==> src/hw/rtl/mpu_queue.sv <==
// small word queue between byte gathering and conversion
module mpu_queue #(
	parameter int WIDTH = 33,
	parameter int DEPTH = 4
) (
	input  logic             clk,
	input  logic             arst_n,
	input  logic             push_valid,
	output logic             push_ready,
	input  logic [WIDTH-1:0] push_data,
	output logic             pop_valid,
	input  logic             pop_ready,
	output logic [WIDTH-1:0] pop_data
);
	localparam int AW = (DEPTH > 1) ? $clog2(DEPTH) : 1;
	localparam int CW = $clog2(DEPTH + 1);

	logic [WIDTH-1:0] mem_q [DEPTH];
	logic [AW-1:0]    wr_ptr_q, rd_ptr_q;
	logic [CW-1:0]    cnt_q;
	logic             do_push, do_pop;

	assign push_ready = (cnt_q != CW'(DEPTH));
	assign pop_valid  = (cnt_q != '0);
	assign pop_data   = mem_q[rd_ptr_q];
	assign do_push    = push_valid && push_ready;
	assign do_pop     = pop_valid && pop_ready;

	always_ff @(posedge clk) begin
		if (do_push) begin
			mem_q[wr_ptr_q] <= push_data;
		end
	end

	always_ff @(posedge clk or negedge arst_n) begin
		if (!arst_n) begin
			wr_ptr_q <= '0;
			rd_ptr_q <= '0;
			cnt_q    <= '0;
		end else begin
			if (do_push) begin
				wr_ptr_q <= (wr_ptr_q == AW'(DEPTH - 1)) ? '0 : wr_ptr_q + AW'(1);
			end
			if (do_pop) begin
				rd_ptr_q <= (rd_ptr_q == AW'(DEPTH - 1)) ? '0 : rd_ptr_q + AW'(1);
			end
			if (do_push && !do_pop) begin
				cnt_q <= cnt_q + CW'(1);
			end else if (do_pop && !do_push) begin
				cnt_q <= cnt_q - CW'(1);
			end
		end
	end

endmodule

==> config.mk <==
export PLATFORM = sky130hd
export DESIGN_NAME = mpu_queue
export DESIGN_NICKNAME = d
export VERILOG_FILES = /design/src/hw/rtl/mpu_queue.sv
export SDC_FILE = /design/constraint.sdc
export NUM_CORES = 1
export LEC_CHECK = 0
export BUFFER_PORTS_ARGS = -buffer_cell sky130_fd_sc_hd__buf_2
export CAP_MARGIN = 30
export CORE_ASPECT_RATIO = 2
export CORE_UTILIZATION = 51
export DETAILED_ROUTE_END_ITERATION = 7
export GPL_ROUTABILITY_DRIVEN = 1
export GPL_TIMING_DRIVEN = 0
export PLACE_DENSITY = 0.75
export SETUP_SLACK_MARGIN = 0.1
export SLEW_MARGIN = 20
export SYNTH_ARGS = -nofsm -noshare
export SYNTH_HDL_FRONTEND = slang
export SYNTH_SLANG_ARGS = --single-unit
==> constraint.sdc <==
create_clock -name clk -period 2.3 [get_ports clk]
set_clock_uncertainty 0.15 [all_clocks]
set_input_delay 0.345 -clock clk [delete_from_list [all_inputs] [get_ports clk]]
set_output_delay 0.345 -clock clk [all_outputs]
set_load 0.01 [all_outputs]
==> results.py <==
metrics = {
    "yosys": {
        "synth_area_leaders": "edfxtp_1, mux4_2, dfrtp_1, ha_1, mux2_2",
        "ys_seq_elements": 139,
        "synth-main-ff-cell": "edfxtp_1",
        "ys_async_sr_fraction": 0.0504,
        "synth.top_cell.area_share": 0.763,
        "syn-num-nets": 253,
        "ys_seq_area_frac": 0.797,
        "yosysTopAreaCell": "edfxtp_1",
        "synth-edff-count": 132,
        "synth_area_per_cell_um2": 24.9,
        "synth_area_um2": 5200,
        "ys_types": 19,
        "synth_cells": 209,
        "ys_warn_count": 0,
    },
    "timing": {
        "setup_ws_ns": 0.00762,
        "finalCriticalPeriod_ns": 2.29,
        "timing.final.max_slew_violations": 0,
        "finalSetupViolations": 0,
        "worstMarginPinSlew_ns": 0.908,
        "tns_ns": 0,
        "max_freq_mhz": 436,
        "max_slew_margin": 0.395,
        "period_share": 0.997,
        "rsz0062_at_grt": "yes",
        "hold_viol": 0,
    },
    "clocking": {
        "cts.clk_slew.worst_paths_ns": 0.05,
        "clk_latency_ns": 0.41,
        "clkSinkCount": 139,
        "cts_made_buffers": 17,
        "cts_tree": "done",
        "root_buffer": "clkbuf_16",
        "clock_path_buffers": 2,
        "h-tree-depth": 4,
    },
    "floorplan": {
        "die_w_um": 73.4,
        "initial_core_util": 0.529,
        "die_area_um2": 10600,
        "num_rows": 51,
        "io_pins": 72,
        "die_h_um": 145,
        "core-area_um2": 9830,
    },
    "worst_setup_path": {
        "crit_required_ns": 1.80,
        "path_buf_inv": 3,
        "cp_max_fo": 8,
        "r2r-end": "cnt_q[1]$_DFFE_PN0P_",
        "critPathMaxStageDelay_ns": 0.53,
        "crit_type": "flop to output pin",
        "crit_family": "multiplexers",
        "cp_slowest_cell": "mux4_2",
        "path_common_cell": "buf_12",
        "cp-start-kind": "flop",
        "worst_ep_arrival_time_ns": 1.80,
        "cp-end-kind": "output pin",
        "reg2reg_setup_slack_ns": 0.09,
        "crit_chain": "buf_12 > buf_12 > mux4_2 > buf_6",
        "r2r_start": "cnt_q[0]$_DFFE_PN0P_",
        "r2r_cells": 6,
    },
    "detailed_routing": {
        "drcViolationCount": 0,
        "vias": 2562,
        "drtAntennaViolNets": 0,
        "drt-vias-per-instance": 5.26,
        "drt_iter0_markers": 138,
        "detail_route.wl_per_cell_um": 19.5,
        "wirelength_um": 9490,
        "drtPass1Iterations": 4,
    },
    "power_and_ir_drop": {
        "ir_worst_vdd_mv": 1.15,
        "finalPower_mw": 9.71,
        "power.leakage_nw": 2.56,
        "p_per_area_nw_per_um2": 1380,
    },
    "global_routing": {
        "grt_use_total": 0.192,
        "grt_max_degree": 34,
        "grt_pass1_vias": 2658,
        "grt_pass1_wl_um": 13800,
        "grt_overflow": 0,
        "antenna_found_initial": 0,
    },
    "layout": {
        "instances_no_fill": 487,
        "diodes": 0,
        "final_nets": 386,
        "fillers": 608,
        "drive_above_1_share": 0.473,
        "syn_to_final_growth_pct": 35.8,
    },
    "placement": {
        "place_congestion": 0.634,
        "dp_hpwl_um": 5200,
        "dpl_worst_slack_ns": 0.0237,
        "portBuffers": 71,
        "dp_cells": 412,
    },
    "worst_hold_path": {
        "min_delay_path_depth": 1,
        "min_from": "push_data[32]",
        "hp-class": "primary input to flop",
        "worst_hold_path.endpoint": "mem_q[3][32]$_DFFE_PP_",
    },
    "flow_run": {
        "drv_cap": 0,
    },
    "outcome": {
        "status": "completed",
    },
}
-- Yosys cell counts (2+ instances only) --
library cell	n
and3_2	4
buf_1	2
buf_2	3
buf_4	3
dfrtp_1	7
edfxtp_1	132
ha_1	6
inv_1	3
mux2_2	3
mux2_4	2
mux4_2	33
nor2_1	3
xor2_1	2
-- what timing repair did --
| action | in CTS | in global routing |
|---|---|---|
| setup endpoints to repair | 31 | 47 |
| hold endpoints to repair | 102 | 8 |
| pin swaps | 2 | 8 |
| cloned | 0 | 3 |
| gates resized for setup | 54 | 4 |
| setup buffers | 5 | 8 |
| hold buffers | 25 | 2 |
-- worst max-delay path by stage --
stage | startpoint | to | slack [ns] | cells after the start
floorplan | cnt_q[0]$_DFFE_PN0P_ | cnt_q[1]$_DFFE_PN0P_ | 0.13 | 6
global placement | cnt_q[0]$_DFFE_PN0P_ | cnt_q[1]$_DFFE_PN0P_ | 0.10 | 6
detailed placement | cnt_q[0]$_DFFE_PN0P_ | cnt_q[1]$_DFFE_PN0P_ | 0.02 | 6
CTS | rd_ptr_q[0]$_DFFE_PN0P_ | pop_data[1] | -0.02 | 4
global route | rd_ptr_q[0]$_DFFE_PN0P_ | pop_data[28] | -0.05 | 4
finish | rd_ptr_q[0]$_DFFE_PN0P_ | pop_data[1] | 0.008 | 4
-- layer usage --
metal,track usage,part of all wire,vias up
li1,-,-,1145
met1,0.208,0.37,1333
met2,0.335,0.57,71
met3,0.0637,0.037,13
met4,0.0891,0.017,0
met5,0,0,-
-- report_power, final --
part / switching, mW / internal, mW / leakage, nW
combinational: 1.49 / 1.98 / 0.977
clock: 0.934 / 1.79 / 0.289
sequential: 0.147 / 3.37 / 1.29
-- registers in the layout (all words and copies together), names as in the netlist --
name,count
mem_q,132
wr_ptr_q,2
cnt_q,3
rd_ptr_q,2
-- area by class of cell --
type / count / area [um^2] / share of cell area
flip-flops and latches: 139 / 4140 / 0.587
multi-input cells: 59 / 1030 / 0.146
repair buffers: 114 / 1010 / 0.143
clock buffers: 21 / 440 / 0.0624
well taps: 132 / 165 / 0.0234
clock inverters: 11 / 150 / 0.0213
plain buffers: 8 / 108 / 0.0153
inverters: 3 / 11.3 / 0.00160
-- cell families after synthesis --
group,after synthesis,share of synthesized area
muxes,38,0.155
DFF,139,0.797
xor gates and xnor gates,3,0.00506
buffers and inverters,11,0.0108
adders and majority gates,7,0.0183
and+or+nand+nor,11,0.0140
-- through the flow --
| step | util | hold slack [ns] | area (um^2) |
|---|---|---|---|
| floorplan | - | -0.101 | 5200 |
| global placement | 0.583 | 0.0332 | 5730 |
| detailed placement | 0.583 | 0.0403 | 5730 |
| CTS | 0.701 | 0.000189 | 6890 |
| global route | 0.718 | 0.000830 | 7060 |
| finish | 0.718 | 0.0105 | 7060 |
-- worst reg2reg max path, stage by stage (launching register included) --
cell and delay, ns:
dfrtp_1 0.39, or3b_4 0.41, and2_4 0.17, ha_4 0.17
inv_2 0.06, fa_2 0.45, mux2_4 0.30
-- cells in the final DEF, fill, tap and decap left out, drive strengths merged, types with 3 or more instances in the layout --
cell type	Yosys	routed
ha	6	6
clkinv	0	7
nor2	3	3
mux2	5	5
and3	4	4
edfxtp	132	132
dlygate4sd3	0	27
inv	3	3
buf	8	92
clkbuf	0	24
mux4	33	33
bufinv	0	4
dfrtp	7	7
Power figures use the tool's default switching activity.
