### src/hw/rtl/mpu_pkg.sv
// types and constants shared by the masked pixel unpacker
package mpu_pkg;

	localparam int NUM_CH    = 4;
	localparam int MASK_W    = 32;
	localparam int CFG_IDX_W = 3;
	localparam int RECIP_W   = 33;

	localparam logic [CFG_IDX_W-1:0] CFG_RED_MASK   = 3'd0;
	localparam logic [CFG_IDX_W-1:0] CFG_GREEN_MASK = 3'd1;
	localparam logic [CFG_IDX_W-1:0] CFG_BLUE_MASK  = 3'd2;
	localparam logic [CFG_IDX_W-1:0] CFG_ALPHA_MASK = 3'd3;
	localparam logic [CFG_IDX_W-1:0] CFG_ALPHA_EN   = 3'd4;
	localparam logic [CFG_IDX_W-1:0] CFG_BPP        = 3'd5;
	localparam logic [CFG_IDX_W-1:0] CFG_LUMINANCE  = 3'd6;
	localparam logic [CFG_IDX_W-1:0] CFG_SWAP_RB    = 3'd7;

	localparam logic [1:0] CH_RED   = 2'd0;
	localparam logic [1:0] CH_GREEN = 2'd1;
	localparam logic [1:0] CH_BLUE  = 2'd2;
	localparam logic [1:0] CH_ALPHA = 2'd3;

	typedef enum logic [1:0] {
		KIND_ZERO,
		KIND_WIDE,
		KIND_NARROW
	} chan_kind_t;

	typedef struct packed {
		chan_kind_t         kind;
		logic [4:0]         shift;
		logic [2:0]         lsh;
		logic [7:0]         amask;
		logic [RECIP_W-1:0] recip;
		logic [MASK_W-1:0]  mask;
	} chan_prm_t;

	typedef struct packed {
		chan_prm_t [NUM_CH-1:0] ch;
		logic                   lum;
		logic                   swap;
	} setup_t;

	typedef struct packed {
		logic [MASK_W-1:0] word;
		logic              last;
	} word_t;

endpackage

### src/hw/rtl/mpu_front.sv
// byte gathering into little-endian pixel words
module mpu_front (
	input  logic            clk,
	input  logic            arst_n,
	input  logic            in_valid,
	output logic            in_ready,
	input  logic [7:0]      pixel_byte,
	input  logic            last_byte,
	input  logic [2:0]      bpp,
	input  logic            go,
	output logic            push_valid,
	input  logic            push_ready,
	output mpu_pkg::word_t  push_data
);
	import mpu_pkg::*;

	logic [1:0]        pos_q;
	logic [23:0]       partial_q;
	logic [2:0]        n_d;
	logic              wait_more;
	logic              accept;
	logic [MASK_W-1:0] word_d;

	always_comb begin
		if (bpp == 3'd0) begin
			n_d = 3'd1;
		end else if (bpp > 3'd4) begin
			n_d = 3'd4;
		end else begin
			n_d = bpp;
		end
	end

	assign in_ready   = go && push_ready;
	assign accept     = in_valid && in_ready;
	assign wait_more  = ({1'b0, pos_q} + 3'd1 < n_d) && !last_byte;
	assign word_d     = {8'd0, partial_q} | (32'(pixel_byte) << {pos_q, 3'b000});
	assign push_valid = accept && !wait_more;
	assign push_data  = '{word: word_d, last: last_byte};

	always_ff @(posedge clk or negedge arst_n) begin
		if (!arst_n) begin
			pos_q     <= '0;
			partial_q <= '0;
		end else if (accept) begin
			if (wait_more) begin
				pos_q     <= pos_q + 2'd1;
				partial_q <= word_d[23:0];
			end else begin
				pos_q     <= '0;
				partial_q <= '0;
			end
		end
	end

endmodule

### config.mk
export PLATFORM = sky130hd
export DESIGN_NAME = mpu_front
export DESIGN_NICKNAME = d
export VERILOG_FILES = /design/src/hw/rtl/mpu_pkg.sv /design/src/hw/rtl/mpu_front.sv
export SDC_FILE = /design/constraint.sdc
export NUM_CORES = 1
export LEC_CHECK = 0
export BUFFER_PORTS_ARGS = -buffer_cell sky130_fd_sc_hd__buf_2
export CORE_ASPECT_RATIO = 0.8
export CORE_UTILIZATION = 51
export DETAILED_ROUTE_END_ITERATION = 16
export GPL_TIMING_DRIVEN = 0
export PLACE_DENSITY = 0.8
export RECOVER_POWER = 50
export SLEW_MARGIN = 20
export SYNTH_ARGS = -nofsm -noshare
export SYNTH_HDL_FRONTEND = slang
export SYNTH_SLANG_ARGS = --single-unit
export TNS_END_PERCENT = 100
### constraint.sdc
create_clock -name clk -period 2.8 [get_ports clk]
set_clock_uncertainty 0.1 [all_clocks]
set_input_delay 0.28 -clock clk [delete_from_list [all_inputs] [get_ports clk]]
set_output_delay 0.28 -clock clk [all_outputs]
set_load 0.01 [all_outputs]
==> summary.md <==
| Metric | Value |
|---|---|
| Inst Count DP | `225` |
| Die footprint | `2848 µm²` |
| Setup TNS | `0 ns` |
| Yosys top cell area share | `48.37%` |
| P_int | `748.4 µW` |
| Maximum vdd ir drop | `0.0003895 V` |
| Critical path startpoint category | `register` |
| Sequential Power Share | `43.7%` |
| Initial Utilization | `54.62%` |
| Critical path startpoint | `pos_q[1]$_DFFE_PN0P_` |
| Routability Congestion | `between 0.7 and 0.8` |
| Syn Area/Cell | `about 9.7 µm²` |
| Drt wl/cell | `roughly 15 µm` |
| Total of max-cap violations | `0` |
| Utilization after layout | `between 60% and 70%` |
| Gr usage total | `between 20% and 30%` |
| Starting DRT DRC Count | `33` |
| Post_cts resized | `0` |
| Final max-slew violation count | `0` |
| Nets | `215` |
| Flops & latches, synth | `26` |
| Commonest cells after routing, fill and taps aside | `38 x buf_2, 26 x dfrtp_1, 24 x nor2_1, 24 x a21o_1, 24 x a21oi_1` |
| Setup WS post-layout | `0.1881 ns` |
| Mapped Nets | `between 150 and 200` |
| Core Region | `around 2500 µm²` |
| Most common cell after layout, fill and taps aside | `buf_2` |
| Setup Crit Path Kind | `register to output port` |
| Root buffer cell | `clkbuf_4` |
| H-tree depth | `1` |
| N_diodes | `0` |
| R2R Path Start | `pos_q[1]$_DFFE_PN0P_` |
| Via density | `about 5.4` |
| Antenna violations before repair | `0` |
| Final Hold Fails | `0` |
| Final setup viols | `0` |
| IO Count | `52` |
| Worst hold path startpoint | `last_byte` |
| Seq/Total Area, Yosys | `48.37%` |
| CTS Sinks | `26` |
| CTS tree | `built` |
| Clock share of power | `12.5%` |
| Synth unique cells | `23` |
| Crit. End Element | `output port` |
| Largest net degree at the start of global routing | `27` |
| Hpwl dp | `about 2.5 mm` |
| Max-slew headroom | `4.821%` |
| Routed WL | `between 3 and 4 mm` |
| Clock insertion delay at the later pin of the skew report | `0.32 ns` |
| Port bufs | `51` |
| Die height | `roughly 48 µm` |
| Num CTS Buffers | `3` |
| Share of cells above drive strength 1 | `28.50%` |
| Sw Ratio | `38.41%` |
| Area Growth Syn to Fin | `23.44%` |
| Total number of vias | `about 1200` |
| Crit share post-route | `93.28%` |
| Final ANT Viol Nets | `0` |
| Row count | `16` |
| First drt pass iteration count | `4` |
| Clock transition at the registers of the reported paths | `around 0.13 ns` |
| Net Sw Power | `466.8 µW` |
| Top post-synthesis cells by area | `dfrtp_1 48%, a21o_1 13%, a21oi_1 8.9%` |
| First-pass GRT wire length | `4.968 mm` |
| Outcome | `finished clean` |
| RSZ-0062 raised after global routing | `false` |
| Post-Place Worst Slack | `0.5521 ns` |
| Die Wd | `between 50 and 60 µm` |
| Cells after Synth | `~140` |
| Cell taking the most area after synthesis | `dfrtp_1` |
| HP Class | `input pin to register` |
| Post-synth top flop | `dfrtp_1` |
| Highest clock rate | `around 380 MHz` |
| EDFF count, synth | `0` |
| Finished Layout Cells | `229` |
| Crit-path max FO | `10` |
| Leakage power | `0.001019 µW` |
| GRT overflow | `0` |
| Worst Path Required | `2.42 ns` |
| Post-route DRC | `0` |
| Tmin final | `~2.6 ns` |
| Vias in the first global route | `1056` |
| Post-synth ARST share | `100.0%` |
| Yosys warnings | `0` |
| Power per cell area | `731.9 nW/µm²` |
| Tightest Pin Transition | `roughly 1.4 ns` |
| Clock Path Buffers | `2` |
| Combinational power share | `roughly 44%` |
| CP arrival | `2.23 ns` |
| Netlist Area Pre-Place | `about 1300 µm²` |
| WHS | `0.1823 ns` |
cell usage after synthesis (all sizes together) (3+ instances only):
cell type	n
ha	3
a21oi	25
nand3	3
nand2	4
dfrtp	26
buf	5
and3	9
nor2	27
a21o	24
power groups by stage:
| stage | Clock, µW | Sequential (µW) | Combinational, µW |
|---|---|---|---|
| after floorplan | 0 | 522 | 353 |
| after CTS | 159 | 531 | 543 |
| after global routing | 180 | 542 | 591 |
| final | 152 | 531 | 532 |
| after detailed placement | 0 | 538 | 538 |
| after global placement | 0 | 529 | 522 |
layout make-up:
type,instances,area [µm²]
clock buffers,3,22.52
repair buffers,52,249.0
fillers,224,802.0
plain buffers,7,48.80
inverters,2,7.507
flip-flops and latches,26,650.6
multi-input cells,103,636.9
well taps,36,45.04
what timing repair did:
action                                  CTS  global route
endpoints found under the setup margin    0             0
setup buffers                             0             0
hold endpoints to repair                 26             0
hold buffers                              1             0
state kept, by name, summed over array words and instances, names as in the netlist:
register   flops
partial_q     24
pos_q          2
kinds of logic after synthesis:
| group | after synthesis | synth area share, % |
|---|---|---|
| AND/OR/NAND/NOR | 48 | 17.77 |
| buffers and inverters | 9 | 4.278 |
| adder cells (fa/ha/maj) | 3 | 2.791 |
| flip-flops | 26 | 48.37 |
| AO/OA/AOI/OAI | 52 | 26.79 |
critical path, cell delays in order, from the launching register on:
cell and delay [ns]:
dfrtp_1 0.48, ha_1 0.22, ha_1 0.34, a211oi_2 0.42, a21oi_4 0.15, buf_6 0.17
buf_2 0.14
layer usage:
metal | GRT usage, % | vias to the layer above | wire (µm)
met2 | 47.64 | 42 | 1719
li1 | - | 595 | -
met4 | 4.286 | 0 | 16
met1 | 29.53 | 597 | 1417
met3 | 4.865 | 2 | 181
met5 | 0 | - | 0
final timing paths:
path | end | slack [ns] | depth (start not counted)
hold / removal | pos_q[0]$_DFFE_PN0P_ | 0.18 | 4
max in group asynchronous | partial_q[1]$_DFFE_PN0P_ | 1.04 | 2
hold reg to reg | partial_q[21]$_DFFE_PN0P_ | 0.41 | 2
min in group asynchronous | partial_q[21]$_DFFE_PN0P_ | 0.72 | 2
setup / recovery | push_valid | 0.19 | 6
setup reg to reg | partial_q[17]$_DFFE_PN0P_ | 0.73 | 6
metrics by stage:
stage	power [µW]	area (µm²)
after CTS	1233	1678
final	1215	1660
after global routing	1313	1660
after global placement	1052	1645
after floorplan	874.1	1345
after detailed placement	1076	1645
No activity file was read; power rests on OpenSTA's default activity.
