<file path="src/hw/rtl/mpu_pkg.sv">
// types and constants shared by the masked pixel unpacker
package mpu_pkg;

	localparam int NUM_CH    = 4;
	localparam int MASK_W    = 32;
	localparam int CFG_IDX_W = 3;
	localparam int RECIP_W   = 33;

	localparam logic [CFG_IDX_W-1:0] CFG_RED_MASK   = 3'd0;
	localparam logic [CFG_IDX_W-1:0] CFG_GREEN_MASK = 3'd1;
	localparam logic [CFG_IDX_W-1:0] CFG_BLUE_MASK  = 3'd2;
	localparam logic [CFG_IDX_W-1:0] CFG_ALPHA_MASK = 3'd3;
	localparam logic [CFG_IDX_W-1:0] CFG_ALPHA_EN   = 3'd4;
	localparam logic [CFG_IDX_W-1:0] CFG_BPP        = 3'd5;
	localparam logic [CFG_IDX_W-1:0] CFG_LUMINANCE  = 3'd6;
	localparam logic [CFG_IDX_W-1:0] CFG_SWAP_RB    = 3'd7;

	localparam logic [1:0] CH_RED   = 2'd0;
	localparam logic [1:0] CH_GREEN = 2'd1;
	localparam logic [1:0] CH_BLUE  = 2'd2;
	localparam logic [1:0] CH_ALPHA = 2'd3;

	typedef enum logic [1:0] {
		KIND_ZERO,
		KIND_WIDE,
		KIND_NARROW
	} chan_kind_t;

	typedef struct packed {
		chan_kind_t         kind;
		logic [4:0]         shift;
		logic [2:0]         lsh;
		logic [7:0]         amask;
		logic [RECIP_W-1:0] recip;
		logic [MASK_W-1:0]  mask;
	} chan_prm_t;

	typedef struct packed {
		chan_prm_t [NUM_CH-1:0] ch;
		logic                   lum;
		logic                   swap;
	} setup_t;

	typedef struct packed {
		logic [MASK_W-1:0] word;
		logic              last;
	} word_t;

endpackage

</file>
<file path="src/hw/rtl/mpu_back.sv">
// channel extraction, rescale by reciprocal multiply and output register
module mpu_back (
	input  logic            clk,
	input  logic            arst_n,
	input  mpu_pkg::setup_t prm,
	input  logic            pop_valid,
	output logic            pop_ready,
	input  mpu_pkg::word_t  pop_data,
	output logic            out_valid,
	input  logic            out_ready,
	output logic [7:0]      red,
	output logic [7:0]      green,
	output logic [7:0]      blue,
	output logic [7:0]      alpha,
	output logic            last_pixel
);
	import mpu_pkg::*;

	logic                      adv;
	logic                      v_s1, v_s2, out_v_q;
	logic                      last_s1, last_s2, last_q;
	logic [NUM_CH-1:0][7:0]    val_d, val_s1, res_d, res_s2;
	logic [NUM_CH-1:0]         nar_s1;
	logic [NUM_CH-1:0][31:0]   wide_w, nar_w;
	logic [NUM_CH-1:0][15:0]   x_w;
	logic [NUM_CH-1:0][48:0]   prod_w;
	logic [7:0]                r_d, g_d, b_d;

	assign adv       = !out_v_q || out_ready;
	assign pop_ready = adv;

	// stage 1: pick the channel bits out of the word
	always_comb begin
		for (int c = 0; c < NUM_CH; c++) begin
			wide_w[c] = (pop_data.word & prm.ch[c].mask) >> prm.ch[c].shift;
			nar_w[c]  = pop_data.word >> prm.ch[c].shift;
			case (prm.ch[c].kind)
				KIND_WIDE:   val_d[c] = wide_w[c][7:0];
				KIND_NARROW: val_d[c] = 8'(nar_w[c][7:0] << prm.ch[c].lsh) & prm.ch[c].amask;
				default:     val_d[c] = 8'd0;
			endcase
		end
	end

	// stage 2: for narrow channels col * 255 / aligned mask as a multiply by the stored reciprocal, others pass through
	always_comb begin
		for (int c = 0; c < NUM_CH; c++) begin
			x_w[c]    = {val_s1[c], 8'd0} - {8'd0, val_s1[c]};
			prod_w[c] = 49'(x_w[c]) * 49'(prm.ch[c].recip);
			res_d[c]  = nar_s1[c] ? prod_w[c][39:32] : val_s1[c];
		end
	end

	always_comb begin
		r_d = res_s2[CH_RED];
		g_d = res_s2[CH_GREEN];
		b_d = res_s2[CH_BLUE];
		if (prm.lum) begin
			g_d = res_s2[CH_RED];
			b_d = res_s2[CH_RED];
		end else if (prm.swap) begin
			r_d = res_s2[CH_BLUE];
			b_d = res_s2[CH_RED];
		end
	end

	always_ff @(posedge clk or negedge arst_n) begin
		if (!arst_n) begin
			v_s1    <= 1'b0;
			v_s2    <= 1'b0;
			out_v_q <= 1'b0;
		end else if (adv) begin
			v_s1    <= pop_valid;
			v_s2    <= v_s1;
			out_v_q <= v_s2;
		end
	end

	always_ff @(posedge clk) begin
		if (adv) begin
			val_s1  <= val_d;
			last_s1 <= pop_data.last;
			for (int c = 0; c < NUM_CH; c++) begin
				nar_s1[c] <= (prm.ch[c].kind == KIND_NARROW);
			end
			res_s2  <= res_d;
			last_s2 <= last_s1;
			red     <= r_d;
			green   <= g_d;
			blue    <= b_d;
			alpha   <= res_s2[CH_ALPHA];
			last_q  <= last_s2;
		end
	end

	assign out_valid  = out_v_q;
	assign last_pixel = last_q;

endmodule

</file>
<file path="config.mk">
export PLATFORM = sky130hd
export DESIGN_NAME = mpu_back
export DESIGN_NICKNAME = d
export VERILOG_FILES = /design/src/hw/rtl/mpu_pkg.sv /design/src/hw/rtl/mpu_back.sv
export SDC_FILE = /design/constraint.sdc
export NUM_CORES = 2
export LEC_CHECK = 0
export BUFFER_PORTS_ARGS = -buffer_cell sky130_fd_sc_hd__buf_2
export CORE_MARGIN = 4
export CORE_UTILIZATION = 59
export CTS_CLUSTER_DIAMETER = 150
export DETAILED_ROUTE_END_ITERATION = 10
export PLACE_DENSITY = 0.89
export SYNTH_ARGS = -nofsm -noshare
export SYNTH_HDL_FRONTEND = slang
export SYNTH_SLANG_ARGS = --single-unit
</file>
<file path="constraint.sdc">
create_clock -name clk -period 7.1 [get_ports clk]
set_clock_uncertainty 0.1 [all_clocks]
set_input_delay 0.71 -clock clk [delete_from_list [all_inputs] [get_ports clk]]
set_output_delay 0.71 -clock clk [all_outputs]
set_load 0.01 [all_outputs]
</file>
==> metrics.txt <==
outcome=complete, but fails checks; failing checks=negative setup slack; non-filler cells, final=10306; clk sinks=106; YS warnings=0; unrepaired setup endpoints after global routing=true; Data required, critical path=7.12 ns; routability cong.=0.9814; mux cell area share after synthesis=0.09889; DRT iter0 DRCs=7689; Boundary Pins=406; worst slew pin tran=1.100 ns; M1 WL=79.66 mm; CP most frequent cell=fa_1; Synth Area in Simple Gates=0.1664; Worst Setup SP=val_s1[20]; GRT overflow=0; Slew HR=0.2661; Gate Count Post-Synth=8125; Post-Synth XOR/XNOR Area=0.01539; Synth Flop Type=edfxtp_1; sequential fraction of the synthesis area=0.04428; final hold violation count=0; clk buf depth=2; Mapped Area=71550 um^2; syn_nets=10420; Synth Register Bits=106; MaxCap Viol Count=0; final worst slack=-0.8469 ns; DP HPWL=182.0 mm; layout cell share with drive strength beyond 1=0.2064; drt pass-1 iters=10; commonest cells in the netlist=inv_1, fa_1, nand2_1; metal3 WL=36.67 mm; Initial Utilization=0.5956; number of global-route vias before repair=71266; CTS Root Cell=clkbuf_16; Worst Path Max Fanout=6; HP Start=res_s2[25]; adder-cell share of the synthesized area=0.5031; Via Count=65104; Routed Antenna Nets=0; nets@finish=10954; Cell Rows=127; crit path DAT=7.97 ns; TritonCTS buffer count=9; final setup violation count=32; Async S/R FF share, synth=0.02830; CTS tree=done; Max Slew Vio Count=0; Distinct cells, synth=77; Crit-path slowest cell=fa_1; initial antenna violation count=55; H-Tree Depth=3; critical setup path kind=flop to flop; syn avg cell area=8.806 um^2; kind of end point of the critical path=flop; Setup crit start kind=flop; Synth top area share=0.4443; Yosys top cell by area=fa_1; metal2 WL=116.6 mm; EDFF count, synth=103; Post-Route WL=258.5 mm; detail-routed via count per cell=6.317; fin crit share=1.119; area of the core=120100 um^2; f_max=125.8 MHz; Area contributors post-synth=fa_1, inv_1, nand2_1, ha_1, mux4_2; I/O Buffers=405; Synth-to-Final Area Change=15.59%; Die Area=126900 um^2; Die Wd=356.2 um; GRT Util Overall=0.3884; first-pass GRT wire length=381.5 mm; Clk Latency, worst-skew pair=0.39 ns; Tmin final=7.947 ns; cell count after placement=10128; WL/cell=25.08 um; Compound-Gate Fraction of Synth Area=0.04891; highest metal layer with signal wires=met5; die height=356.2 um; Reg2Reg Launch Point=val_s1[20]; CP max stage delay=0.52 ns; Hold Path Class=flop to flop; largest family of logic cells by synthesized area=adder cells; largest net degree at the start of global routing=96; Worst-path clk slew=0.07 ns; most numerous cell in the Yosys netlist=inv_1; Residual DRC=0
[cell families after synthesis]
family | after synthesis
simple gates | 2610
buf+inv | 2339
fa+ha+maj | 1924
compound gates | 559
mux | 466
xor+xnor | 121
flops | 106
[path summary, 6_finish.rpt]
| kind | to | slack (ns) | cells past startpoint |
|---|---|---|---|
| setup / recovery | res_s2[22] | -0.85 | 30 |
| hold / removal | alpha[1] | 0.34 | 0 |
| setup reg to reg | res_s2[22] | -0.85 | 30 |
| hold reg to reg | alpha[1] | 0.34 | 0 |
| max in group asynchronous | out_valid | 6.26 | 2 |
| min in group asynchronous | v_s1 | 0.53 | 2 |
[sequential cells by signal, indices dropped and copies added (netlist names)]
| signal | count |
|---|---|
| last_s1 | 1 |
| alpha | 8 |
| v_s2 | 1 |
| last_s2 | 1 |
| val_s1 | 32 |
| out_valid | 1 |
| red | 8 |
| res_s2 | 32 |
| green | 8 |
| nar_s1 | 4 |
| last_pixel | 1 |
| v_s1 | 1 |
| blue | 8 |
[metrics by stage]
stage / setup WS, ns / instance area (um^2) / util / hold slack, ns / TNS, ns
3_3_place_gp: -0.5681 / 78690 / 0.6550 / 0.3081 / -7.734
6_report: -0.8469 / 82700 / 0.6885 / 0.3351 / -18.55
3_5_place_dp: -0.7040 / 78690 / 0.6550 / 0.3112 / -11.48
5_1_grt: -1.002 / 82660 / 0.6881 / 0.3446 / -23.53
2_1_floorplan: -0.04824 / 72210 / - / 0.3003 / -0.06860
4_1_cts: -0.3723 / 81350 / 0.6772 / 0.3343 / -6.251
[area by class of cell]
| type | instances | area, um^2 |
|---|---|---|
| Clock buffer | 9 | 225.2 |
| Multi-Input combinational cell | 5680 | 62160 |
| Tap cell | 1612 | 2017 |
| Inverter | 1817 | 6837 |
| Clock inverter | 7 | 88.84 |
| Fill cell | 7947 | 37430 |
| Sequential cell | 106 | 3168 |
| Antenna cell | 30 | 75.07 |
| Timing Repair Buffer | 1045 | 8137 |
[per-layer routing]
layer	track usage	vias up
met5	0	-
met4	0.2778	28
met3	0.1219	2192
met2	0.6193	5803
met1	0.4455	31439
li1	-	25642
[worst max-delay path, delay by kind of cell, from the launching register on]
family                   cells  cell delay (ns)
AO/OA/AOI/OAI                7             1.63
XOR/XNOR                     1             0.18
adder cells (fa/ha/maj)      7             3.11
buffers and inverters        9             1.14
flip-flops                   1             0.44
multiplexers                 1             0.27
AND/OR/NAND/NOR              5             0.78
[timing repair]
item | in CTS | in global routing
gates cloned | 7 | 1
endpoints found under the hold margin | 3 | 0
pin swaps | 216 | 196
resized for setup | 299 | 272
setup endpoints to repair | 32 | 32
hold buffers | 1 | 0
setup buffers | 94 | 40
[cells in the final DEF (no fill, tap or decap), drive strengths merged, types with 30 or more instances in the layout]
cell type / netlist / routed
inv: 1814 / 1817
fa: 1588 / 1588
nand2: 1576 / 1576
buf: 53 / 1043
and2: 548 / 548
ha: 336 / 336
o21ai: 207 / 207
mux2i: 204 / 204
mux4: 185 / 185
nand3: 159 / 159
nor2: 131 / 131
a21oi: 122 / 122
edfxtp: 103 / 103
xnor2: 88 / 88
mux2: 77 / 77
and3: 51 / 51
a21o: 42 / 42
diode: 0 / 30
xor2: 30 / 30
Power is not shown: default switching activity piles up to over one toggle a cycle in this logic, so the estimate is an artifact.
