### config.mk
export PLATFORM = sky130hd
export DESIGN_NAME = mpu_setup
export DESIGN_NICKNAME = d
export VERILOG_FILES = /design/src/hw/rtl/mpu_pkg.sv /design/src/hw/rtl/mpu_setup.sv
export SDC_FILE = /design/constraint.sdc
export NUM_CORES = 1
export LEC_CHECK = 0
export BUFFER_PORTS_ARGS = -buffer_cell sky130_fd_sc_hd__buf_2
export CAP_MARGIN = 25
export CORE_MARGIN = 5
export CORE_UTILIZATION = 50
export DETAILED_ROUTE_END_ITERATION = 10
export PLACE_DENSITY_LB_ADDON = 0.2
export RECOVER_POWER = 50
export SLEW_MARGIN = 10
export SYNTH_ARGS = -nofsm -noshare
export SYNTH_HDL_FRONTEND = slang
export SYNTH_SLANG_ARGS = --single-unit
### constraint.sdc
create_clock -name clk -period 5.6 [get_ports clk]
set_input_delay 0.28 -clock clk [delete_from_list [all_inputs] [get_ports clk]]
set_output_delay 0.28 -clock clk [all_outputs]
set_load 0.02 [all_outputs]
### src/hw/rtl/mpu_pkg.sv
// types and constants shared by the masked pixel unpacker
package mpu_pkg;

	localparam int NUM_CH    = 4;
	localparam int MASK_W    = 32;
	localparam int CFG_IDX_W = 3;
	localparam int RECIP_W   = 33;

	localparam logic [CFG_IDX_W-1:0] CFG_RED_MASK   = 3'd0;
	localparam logic [CFG_IDX_W-1:0] CFG_GREEN_MASK = 3'd1;
	localparam logic [CFG_IDX_W-1:0] CFG_BLUE_MASK  = 3'd2;
	localparam logic [CFG_IDX_W-1:0] CFG_ALPHA_MASK = 3'd3;
	localparam logic [CFG_IDX_W-1:0] CFG_ALPHA_EN   = 3'd4;
	localparam logic [CFG_IDX_W-1:0] CFG_BPP        = 3'd5;
	localparam logic [CFG_IDX_W-1:0] CFG_LUMINANCE  = 3'd6;
	localparam logic [CFG_IDX_W-1:0] CFG_SWAP_RB    = 3'd7;

	localparam logic [1:0] CH_RED   = 2'd0;
	localparam logic [1:0] CH_GREEN = 2'd1;
	localparam logic [1:0] CH_BLUE  = 2'd2;
	localparam logic [1:0] CH_ALPHA = 2'd3;

	typedef enum logic [1:0] {
		KIND_ZERO,
		KIND_WIDE,
		KIND_NARROW
	} chan_kind_t;

	typedef struct packed {
		chan_kind_t         kind;
		logic [4:0]         shift;
		logic [2:0]         lsh;
		logic [7:0]         amask;
		logic [RECIP_W-1:0] recip;
		logic [MASK_W-1:0]  mask;
	} chan_prm_t;

	typedef struct packed {
		chan_prm_t [NUM_CH-1:0] ch;
		logic                   lum;
		logic                   swap;
	} setup_t;

	typedef struct packed {
		logic [MASK_W-1:0] word;
		logic              last;
	} word_t;

endpackage

### src/hw/rtl/mpu_setup.sv
// configuration registers and serial derivation of per-channel shift, length and reciprocal
module mpu_setup (
	input  logic                            clk,
	input  logic                            arst_n,
	input  logic                            cfg_valid,
	output logic                            cfg_ready,
	input  logic [mpu_pkg::CFG_IDX_W-1:0]   cfg_index,
	input  logic [mpu_pkg::MASK_W-1:0]      cfg_data,
	output logic [2:0]                      bpp,
	output mpu_pkg::setup_t                 prm,
	output logic                            done
);
	import mpu_pkg::*;

	typedef enum logic [2:0] {
		ST_SCAN,
		ST_CALC,
		ST_DIV,
		ST_NEXT,
		ST_DONE
	} st_t;

	st_t                    st_q;
	logic [MASK_W-1:0]      red_mask_q, green_mask_q, blue_mask_q, alpha_mask_q;
	logic                   alpha_en_q, lum_q, swap_q;
	logic [2:0]             bpp_q;
	logic [1:0]             ch_q;
	logic [4:0]             cnt_q;
	logic [5:0]             len_q;
	logic [4:0]             sh_q;
	logic                   found_q;
	logic [15:0]            d_q;
	logic [15:0]            rem_q;
	logic [31:0]            quo_q;
	chan_prm_t [NUM_CH-1:0] chp_q;

	logic [MASK_W-1:0]      mask_sel;
	chan_kind_t             kind_d;
	logic [4:0]             shift_d;
	logic [2:0]             lsh_d;
	logic [MASK_W-1:0]      aligned_d;
	logic [5:0]             wide_shift;
	logic [16:0]            trial;
	logic [16:0]            diff;
	logic                   qbit_d;
	logic [15:0]            rem_d;

	always_comb begin
		case (ch_q)
			CH_RED:   mask_sel = red_mask_q;
			CH_GREEN: mask_sel = green_mask_q;
			CH_BLUE:  mask_sel = blue_mask_q;
			CH_ALPHA: mask_sel = alpha_en_q ? alpha_mask_q : '0;
			default:  mask_sel = '0;
		endcase
	end

	// channel class from the scanned length and lowest set bit
	always_comb begin
		wide_shift = {1'b0, sh_q} + len_q - 6'd8;
		lsh_d      = 3'(4'd8 - len_q[3:0]);
		aligned_d  = (mask_sel >> sh_q) << lsh_d;
		shift_d    = sh_q;
		if (len_q == 6'd0) begin
			kind_d = KIND_ZERO;
		end else if (len_q > 6'd8) begin
			kind_d  = KIND_WIDE;
			shift_d = wide_shift[4:0];
		end else if (aligned_d[31:16] != 16'd0 || aligned_d == '0) begin
			kind_d = KIND_ZERO;
		end else begin
			kind_d = KIND_NARROW;
		end
	end

	// restoring divide of all-ones by the aligned mask, one quotient bit a cycle
	always_comb begin
		trial  = {rem_q, 1'b1};
		diff   = trial - {1'b0, d_q};
		qbit_d = trial >= {1'b0, d_q};
		rem_d  = qbit_d ? diff[15:0] : trial[15:0];
	end

	always_ff @(posedge clk or negedge arst_n) begin
		if (!arst_n) begin
			red_mask_q   <= 32'h00FF_0000;
			green_mask_q <= 32'h0000_FF00;
			blue_mask_q  <= 32'h0000_00FF;
			alpha_mask_q <= 32'hFF00_0000;
			alpha_en_q   <= 1'b0;
			bpp_q        <= 3'd4;
			lum_q        <= 1'b0;
			swap_q       <= 1'b0;
			st_q         <= ST_SCAN;
			ch_q         <= '0;
			cnt_q        <= '0;
			len_q        <= '0;
			sh_q         <= '0;
			found_q      <= 1'b0;
			d_q          <= '0;
			rem_q        <= '0;
			quo_q        <= '0;
			chp_q        <= '0;
		end else if (cfg_valid) begin
			case (cfg_index)
				CFG_RED_MASK:   red_mask_q   <= cfg_data;
				CFG_GREEN_MASK: green_mask_q <= cfg_data;
				CFG_BLUE_MASK:  blue_mask_q  <= cfg_data;
				CFG_ALPHA_MASK: alpha_mask_q <= cfg_data;
				CFG_ALPHA_EN:   alpha_en_q   <= cfg_data[0];
				CFG_BPP:        bpp_q        <= cfg_data[2:0];
				CFG_LUMINANCE:  lum_q        <= cfg_data[0];
				CFG_SWAP_RB:    swap_q       <= cfg_data[0];
				default:        ;
			endcase
			st_q    <= ST_SCAN;
			ch_q    <= '0;
			cnt_q   <= '0;
			len_q   <= '0;
			found_q <= 1'b0;
		end else begin
			case (st_q)
				ST_SCAN: begin
					if (mask_sel[cnt_q]) begin
						len_q <= len_q + 6'd1;
						if (!found_q) begin
							sh_q    <= cnt_q;
							found_q <= 1'b1;
						end
					end
					cnt_q <= cnt_q + 5'd1;
					if (cnt_q == 5'd31) begin
						st_q <= ST_CALC;
					end
				end
				ST_CALC: begin
					chp_q[ch_q].kind  <= kind_d;
					chp_q[ch_q].shift <= shift_d;
					chp_q[ch_q].lsh   <= lsh_d;
					chp_q[ch_q].amask <= aligned_d[7:0];
					chp_q[ch_q].mask  <= mask_sel;
					chp_q[ch_q].recip <= '0;
					d_q   <= aligned_d[15:0];
					rem_q <= '0;
					quo_q <= '0;
					cnt_q <= '0;
					st_q  <= (kind_d == KIND_NARROW) ? ST_DIV : ST_NEXT;
				end
				ST_DIV: begin
					rem_q <= rem_d;
					quo_q <= {quo_q[30:0], qbit_d};
					cnt_q <= cnt_q + 5'd1;
					if (cnt_q == 5'd31) begin
						chp_q[ch_q].recip <= {1'b0, quo_q[30:0], qbit_d} + 33'd1;
						st_q              <= ST_NEXT;
					end
				end
				ST_NEXT: begin
					len_q   <= '0;
					found_q <= 1'b0;
					cnt_q   <= '0;
					if (ch_q == CH_ALPHA) begin
						st_q <= ST_DONE;
					end else begin
						ch_q <= ch_q + 2'd1;
						st_q <= ST_SCAN;
					end
				end
				ST_DONE: ;
				default: st_q <= ST_DONE;
			endcase
		end
	end

	assign cfg_ready = 1'b1;
	assign bpp       = bpp_q;
	assign done      = (st_q == ST_DONE);
	assign prm       = '{ch: chp_q, lum: lum_q, swap: swap_q};

endmodule

==> results of run 1 <==
==> cell type report <==
class,count,area (µm²)
clock buffer,79,1640
clock inverter,28,470
tap,704,881
fill,4914,22600
sequential,551,13800
inverter,42,158
multi-input combinational,2035,12800
timing repair buffer,490,2420
==> per-stage QoR <==
stage,worst slack [ns],power [mW]
5_1_grt,0.196,13.1
4_1_cts,0.458,12.6
3_3_place_gp,0.570,8.39
2_1_floorplan,1.20,6.85
6_report,0.439,12.6
3_5_place_dp,0.484,8.39
==> worst paths after layout <==
kind / slack, ns / startpoint / depth (start not counted) / end
max: 0.44 / rem_q[0] / 18 / prm[66]
min: 0.05 / cfg_data[0] / 2 / alpha_mask_q[0]
max reg2reg: 0.44 / rem_q[0] / 18 / prm[66]
min reg2reg: 0.47 / prm[121] / 2 / prm[121]
max in group asynchronous: 1.16 / arst_n / 3 / alpha_en_q
min in group asynchronous: 1.16 / arst_n / 2 / prm[284]
==> Yosys cell counts, drive strengths merged, types with 9 or more instances <==
| library cell | instances | share of area (%) |
|---|---|---|
| a21boi | 9 | 0.25 |
| a221oi | 37 | 1.7 |
| a21o | 34 | 0.93 |
| nand4 | 43 | 0.98 |
| o211ai | 13 | 0.37 |
| nor4 | 12 | 0.35 |
| inv | 35 | 0.48 |
| and3 | 9 | 0.20 |
| mux4 | 26 | 2.1 |
| a2111oi | 13 | 0.59 |
| nand2 | 609 | 8.3 |
| buf | 44 | 0.90 |
| mux2 | 152 | 6.2 |
| a32oi | 10 | 0.32 |
| dfstp | 33 | 3.1 |
| o31ai | 21 | 0.57 |
| nor2 | 131 | 1.8 |
| a21oi | 71 | 1.3 |
| o21ai | 331 | 6.0 |
| xor2 | 17 | 0.54 |
| a211o | 12 | 0.38 |
| a31oi | 14 | 0.34 |
| ha | 32 | 1.5 |
| nor3 | 22 | 0.40 |
| xnor2 | 18 | 0.57 |
| dfrtp | 518 | 47 |
| a211oi | 51 | 1.5 |
| mux2i | 38 | 1.5 |
| a22oi | 27 | 0.74 |
| nand3 | 112 | 2.0 |
| o22ai | 16 | 0.36 |
| clkbuf | 149 | 2.0 |
| a41oi | 11 | 0.35 |
| o311ai | 13 | 0.41 |
| nor2b | 32 | 0.73 |
==> registers in the layout (all words and copies together) (netlist names), 5 cells and up <==
signal	cells
blue_mask_q	32
cnt_q	5
green_mask_q	32
red_mask_q	32
quo_q	31
d_q	16
sh_q	5
prm	332
rem_q	16
len_q	6
alpha_mask_q	32
==> power groups by stage <==
stage	Sequential (mW)	Clock (mW)	Combinational, mW
floorplan	4.46	0	2.39
global placement	4.54	0	3.85
detailed placement	4.55	0	3.84
CTS	4.48	4.27	3.87
global route	4.49	4.46	4.15
finish	4.48	4.22	3.93
==> cells by family after synthesis <==
logic type               synth area share, %
adder cells (fa/ha/maj)                 1.60
XOR/XNOR                                1.11
other                                 0.0136
multiplexers                            9.80
buffers and inverters                   3.50
AND/OR/NAND/NOR                         16.1
flip-flops                              50.2
AO/OA/AOI/OAI                           17.7
==> per-layer routing <==
layer | vias to the layer above | routed length (µm)
li1 | 10800 | -
met3 | 237 | 5010
met2 | 880 | 49800
met5 | - | 0
met4 | 0 | 5760
met1 | 12000 | 37600
==> run summary, run 1 <==
Status = complete, but fails checks
Failing checks = max-capacitance violations, max-slew violations
Number of hold violations in the final report = 0
CTS tree = done
Initial DRC count = 2211
Pin count of the biggest net entering global routing = 128
Syn Area/Cell = 9.77 µm²
Hold_buf cts = 32
Antenna Cells = 0
Worst path slowest cell = nor4_1
Final setup viols = 0
Clock-pin slew on the worst setup and hold paths = 0.07 ns
Int Pwr = 8.16 mW
CP Launch Type = register
Finished Cell Area = 32200 µm²
Via density = 6.11
Die Ht = 245 µm
Placed Area = 30300 µm²
Die W = 245 µm
Placed instance count = 3789
WL/cell = 25.0 µm
Setup TNS = 0 ns
Total number of yosys warnings = 0
DRT Pass-1 Iters = 5
GPL Wtd Cong = 0.997
Root Buffer = clkbuf_16
Worst path bufs/invs = 2
DRC Markers = 0
RSZ-0062 raised after global routing = no
Final period util = 92.2%
HPWL after detailed placement = 72800 µm
First-pass GRT wire length = 149000 µm
Initial antenna violation count = 0
Core box area = 54900 µm²
Worst slew pin tran = 3.06 ns
Total track usage = 31.9%
Number of synthesized flops with an enable pin = 0
Mapped Area = 27600 µm²
Maxcap violations = 6
Cells after Synth = 2821
GRT met2 Usage = 56.4%
Final Util = 58.8%
GRT overflow = 0
Sequential area share after synthesis = 50.2%
Most frequent cells in the layout = 601 x nand2_1, 518 x dfrtp_1, 352 x clkbuf_1
Initial Util = 50.2%
Worst Setup End Kind = register
H-tree lvl count = 2
M1 GR Usage = 38.6%
Routing usage on met3 = 4.41%
Maximum fanout along the worst path = 8
Crit Path Class = reg2reg
Post-cts repair resize count = 0
Dominant synthesized flop cell = dfrtp_1
Sw Share = 35.3%
Async set or reset register ratio after synthesis = 100%
Global route hottest layer = met2
Sink Count = 551
Final antenna-violating net count = 0
IO Count = 377
Final std cells w/o fill = 3929
Latest clock arrival within the worst-skew pair = 0.64 ns
Routed WL = 98200 µm
Slew headroom = -104%
Fmax = 194 MHz
Syn_nets = 2893
Port Buffers = 375
Clock share of power = 33.4%
Ordered cell list for the critical path = inv_1, ha_1, fa_1, nor2b_1, o21ai_1, a21boi_0, o21a_1, o21ai_1, a21o_1, a31oi_1, nand3b_1, nand2_1, clkinv_1, ha_1, nand4_1, nor4_1, nand4_1, o21ai_0
Type of the tightest min-delay check = in2reg
Total number of vias = 24000
Site Rows = 86
Final min period = 5.16 ns
Max rail drop VDD = 0.254 mV
PwrDens = 392 nW/µm²
Share of post-route cells with drive strength above 1 = 15.1%
Number of nets in the layout = 3249
Distinct cells, synth = 95
P_leak = 14.0 nW
CP max stage delay = 0.71 ns
Post-CTS setup buffer count = 0
#FFs+latches synth = 551
Vias in the first global route = 23900
Area grow syn2layout = 16.9%
Die area = 59900 µm²
Max clock buf depth = 3
Post-Route Skew = 0.0410 ns
Seq pwr share = 35.5%
CP arrival = 5.70 ns
CP required = 6.14 ns
Most common cell after layout, fill and taps aside = nand2_1
Clock buffer count from CTS = 57
Hold slack = 0.0452 ns
P_sw = 4.46 mW
Top delay family on crit path = simple AND/OR/NAND/NOR gates
Slew Viols, Final = 384
Combinational power share = 31.1%
No activity file was read; power rests on OpenSTA's default activity.
==> inputs of run 2 (changes only) <==
Settings changed: CELL_PAD_IN_SITES_DETAIL_PLACEMENT from default to 1, CELL_PAD_IN_SITES_GLOBAL_PLACEMENT from default to 1, CORE_UTILIZATION 50 to 30.
==> run summary, run 2 (synthesis results as in run 1) <==
Post-CTS setup buffer count = 0
RSZ-0062 raised after global routing = no
Sink Count = 551
Seq pwr share = 33.9%
CTS tree = done
Clock-pin slew on the worst setup and hold paths = 0.06 ns
Worst Setup End Kind = register
R2r worst-path depth = 14
Worst slew pin tran = 2.79 ns
H-tree lvl count = 3
Power consumption = 13.3 mW
Hold slack = 0.0673 ns
Clock buffer count from CTS = 67
Die W = 313 µm
Root Buffer = clkbuf_16
Most frequent cells in the layout = 599 x nand2_1, 518 x dfrtp_1, 356 x clkbuf_1
Final min period = 5.04 ns
Most common cell after layout, fill and taps aside = nand2_1
Int Pwr = 8.52 mW
Wl on met1 = 46500 µm
Slew Viols, Final = 569
CP required = 6.12 ns
Slew headroom = -86.0%
Initial DRC count = 1494
Fmax = 199 MHz
WL/cell = 25.6 µm
RR Endpoint = st_q[0]
GPL Wtd Cong = 0.939
Max clock buf depth = 3
Clock share of power = 34.6%
Antenna Cells = 0
Worst setup margin = 0.563 ns
Sw Share = 35.8%
Total track usage = 22.7%
Metal2 WL = 56700 µm
Maximum fanout along the worst path = 23
Critical Path Start = ch_q[0]
DR top layer = met4
Final Util = 36.5%
Total number of vias = 23900
Routed WL = 114000 µm
Share of post-route cells with drive strength above 1 = 16.3%
Status = complete, but fails checks
Final std cells w/o fill = 4455
Maxcap violations = 8
GRT overflow = 0
CP arrival = 5.55 ns
PwrDens = 398 nW/µm²
Number of hold violations in the final report = 0
Initial Util = 30.2%
Worst R2R Setup Slack = 0.56 ns
Post-Route Skew = 0.0335 ns
Final period util = 89.9%
DRC Markers = 0
Metal3 WL = 5400 µm
Number of nets in the layout = 3290
Setup TNS = 0 ns
Initial antenna violation count = 2
CP Launch Type = register
Die area = 98100 µm²
Placed Area = 31200 µm²
P_sw = 4.75 mW
Final setup viols = 0
Combinational power share = 31.5%
Latest clock arrival within the worst-skew pair = 0.65 ns
P_leak = 14.3 nW
Finished Cell Area = 33400 µm²
Placed instance count = 4298
Crit Path Class = reg2reg
Via density = 5.37
Final antenna-violating net count = 0
Failing checks = max-capacitance violations, max-slew violations
Port Buffers = 375
Site Rows = 111
CP Capture Point = st_q[0]
Max rail drop VDD = 0.302 mV
DRT Pass-1 Iters = 5
Die Ht = 313 µm
Core box area = 91400 µm²
Start of the worst register-to-register path = ch_q[0]
Number of flip-flops in the largest register = 332
HPWL after detailed placement = 85700 µm
Place WS = 0.216 ns
First-pass GRT wire length = 171000 µm
Area grow syn2layout = 21.0%
Pin count of the biggest net entering global routing = 136
Type of the tightest min-delay check = in2reg
IO Count = 377
Vias in the first global route = 25700
==> run 2: metal layers <==
layer  global-route usage, %  up-vias
li1                        -    10900
met1                    27.6    12200
met2                    39.6      625
met3                    4.07      211
met4                    10.2        0
met5                       0        -
==> run 2: power groups by stage <==
stage | Sequential, mW | Combinational, mW | Clock [mW]
floorplan | 4.46 | 2.39 | 0
global placement | 4.58 | 4.09 | 0
detailed placement | 4.58 | 4.12 | 0
CTS | 4.51 | 4.15 | 4.72
global route | 4.53 | 4.47 | 4.90
finish | 4.50 | 4.18 | 4.60
==> run 2: cell type report <==
cell class | instances | area, µm²
Clock buffer | 91 | 1920
Sequential cell | 551 | 13800
Inverter | 42 | 158
Fill cell | 10500 | 58000
Multi-Input combinational cell | 2035 | 12900
Tap cell | 1186 | 1480
Clock inverter | 29 | 402
Timing Repair Buffer | 521 | 2700
==> run 2: repair_timing <==
item	4_1_cts	5_1_grt
endpoints found under the setup margin	0	4
hold buffers	33	0
gates resized for setup	0	1
endpoints found under the hold margin	231	0
==> run 2: how the worst min path moves through the flow <==
stage,cells past startpoint,slack [ns],startpoint,to
finish,3,0.07,cfg_index[0],swap_q
global route,3,0.05,cfg_index[0],swap_q
CTS,3,0.03,cfg_index[0],swap_q
detailed placement,1,0.38,arst_n,prm[42]
global placement,1,0.38,arst_n,prm[125]
floorplan,0,-0.02,arst_n,alpha_en_q
==> run 2: worst max-delay path: stages, from the launching register on <==
cell       delay (ns)
dfrtp_1          0.43
inv_1            0.13
ha_2             0.63
inv_1            0.51
o2bb2ai_2        0.53
mux4_2           0.44
o22ai_1          0.11
nor4b_2          0.50
buf_4            0.19
a21oi_1          0.07
o21ai_0          0.28
a41oi_1          0.18
nor4_2           0.58
o21ai_0          0.15
a21o_1           0.18
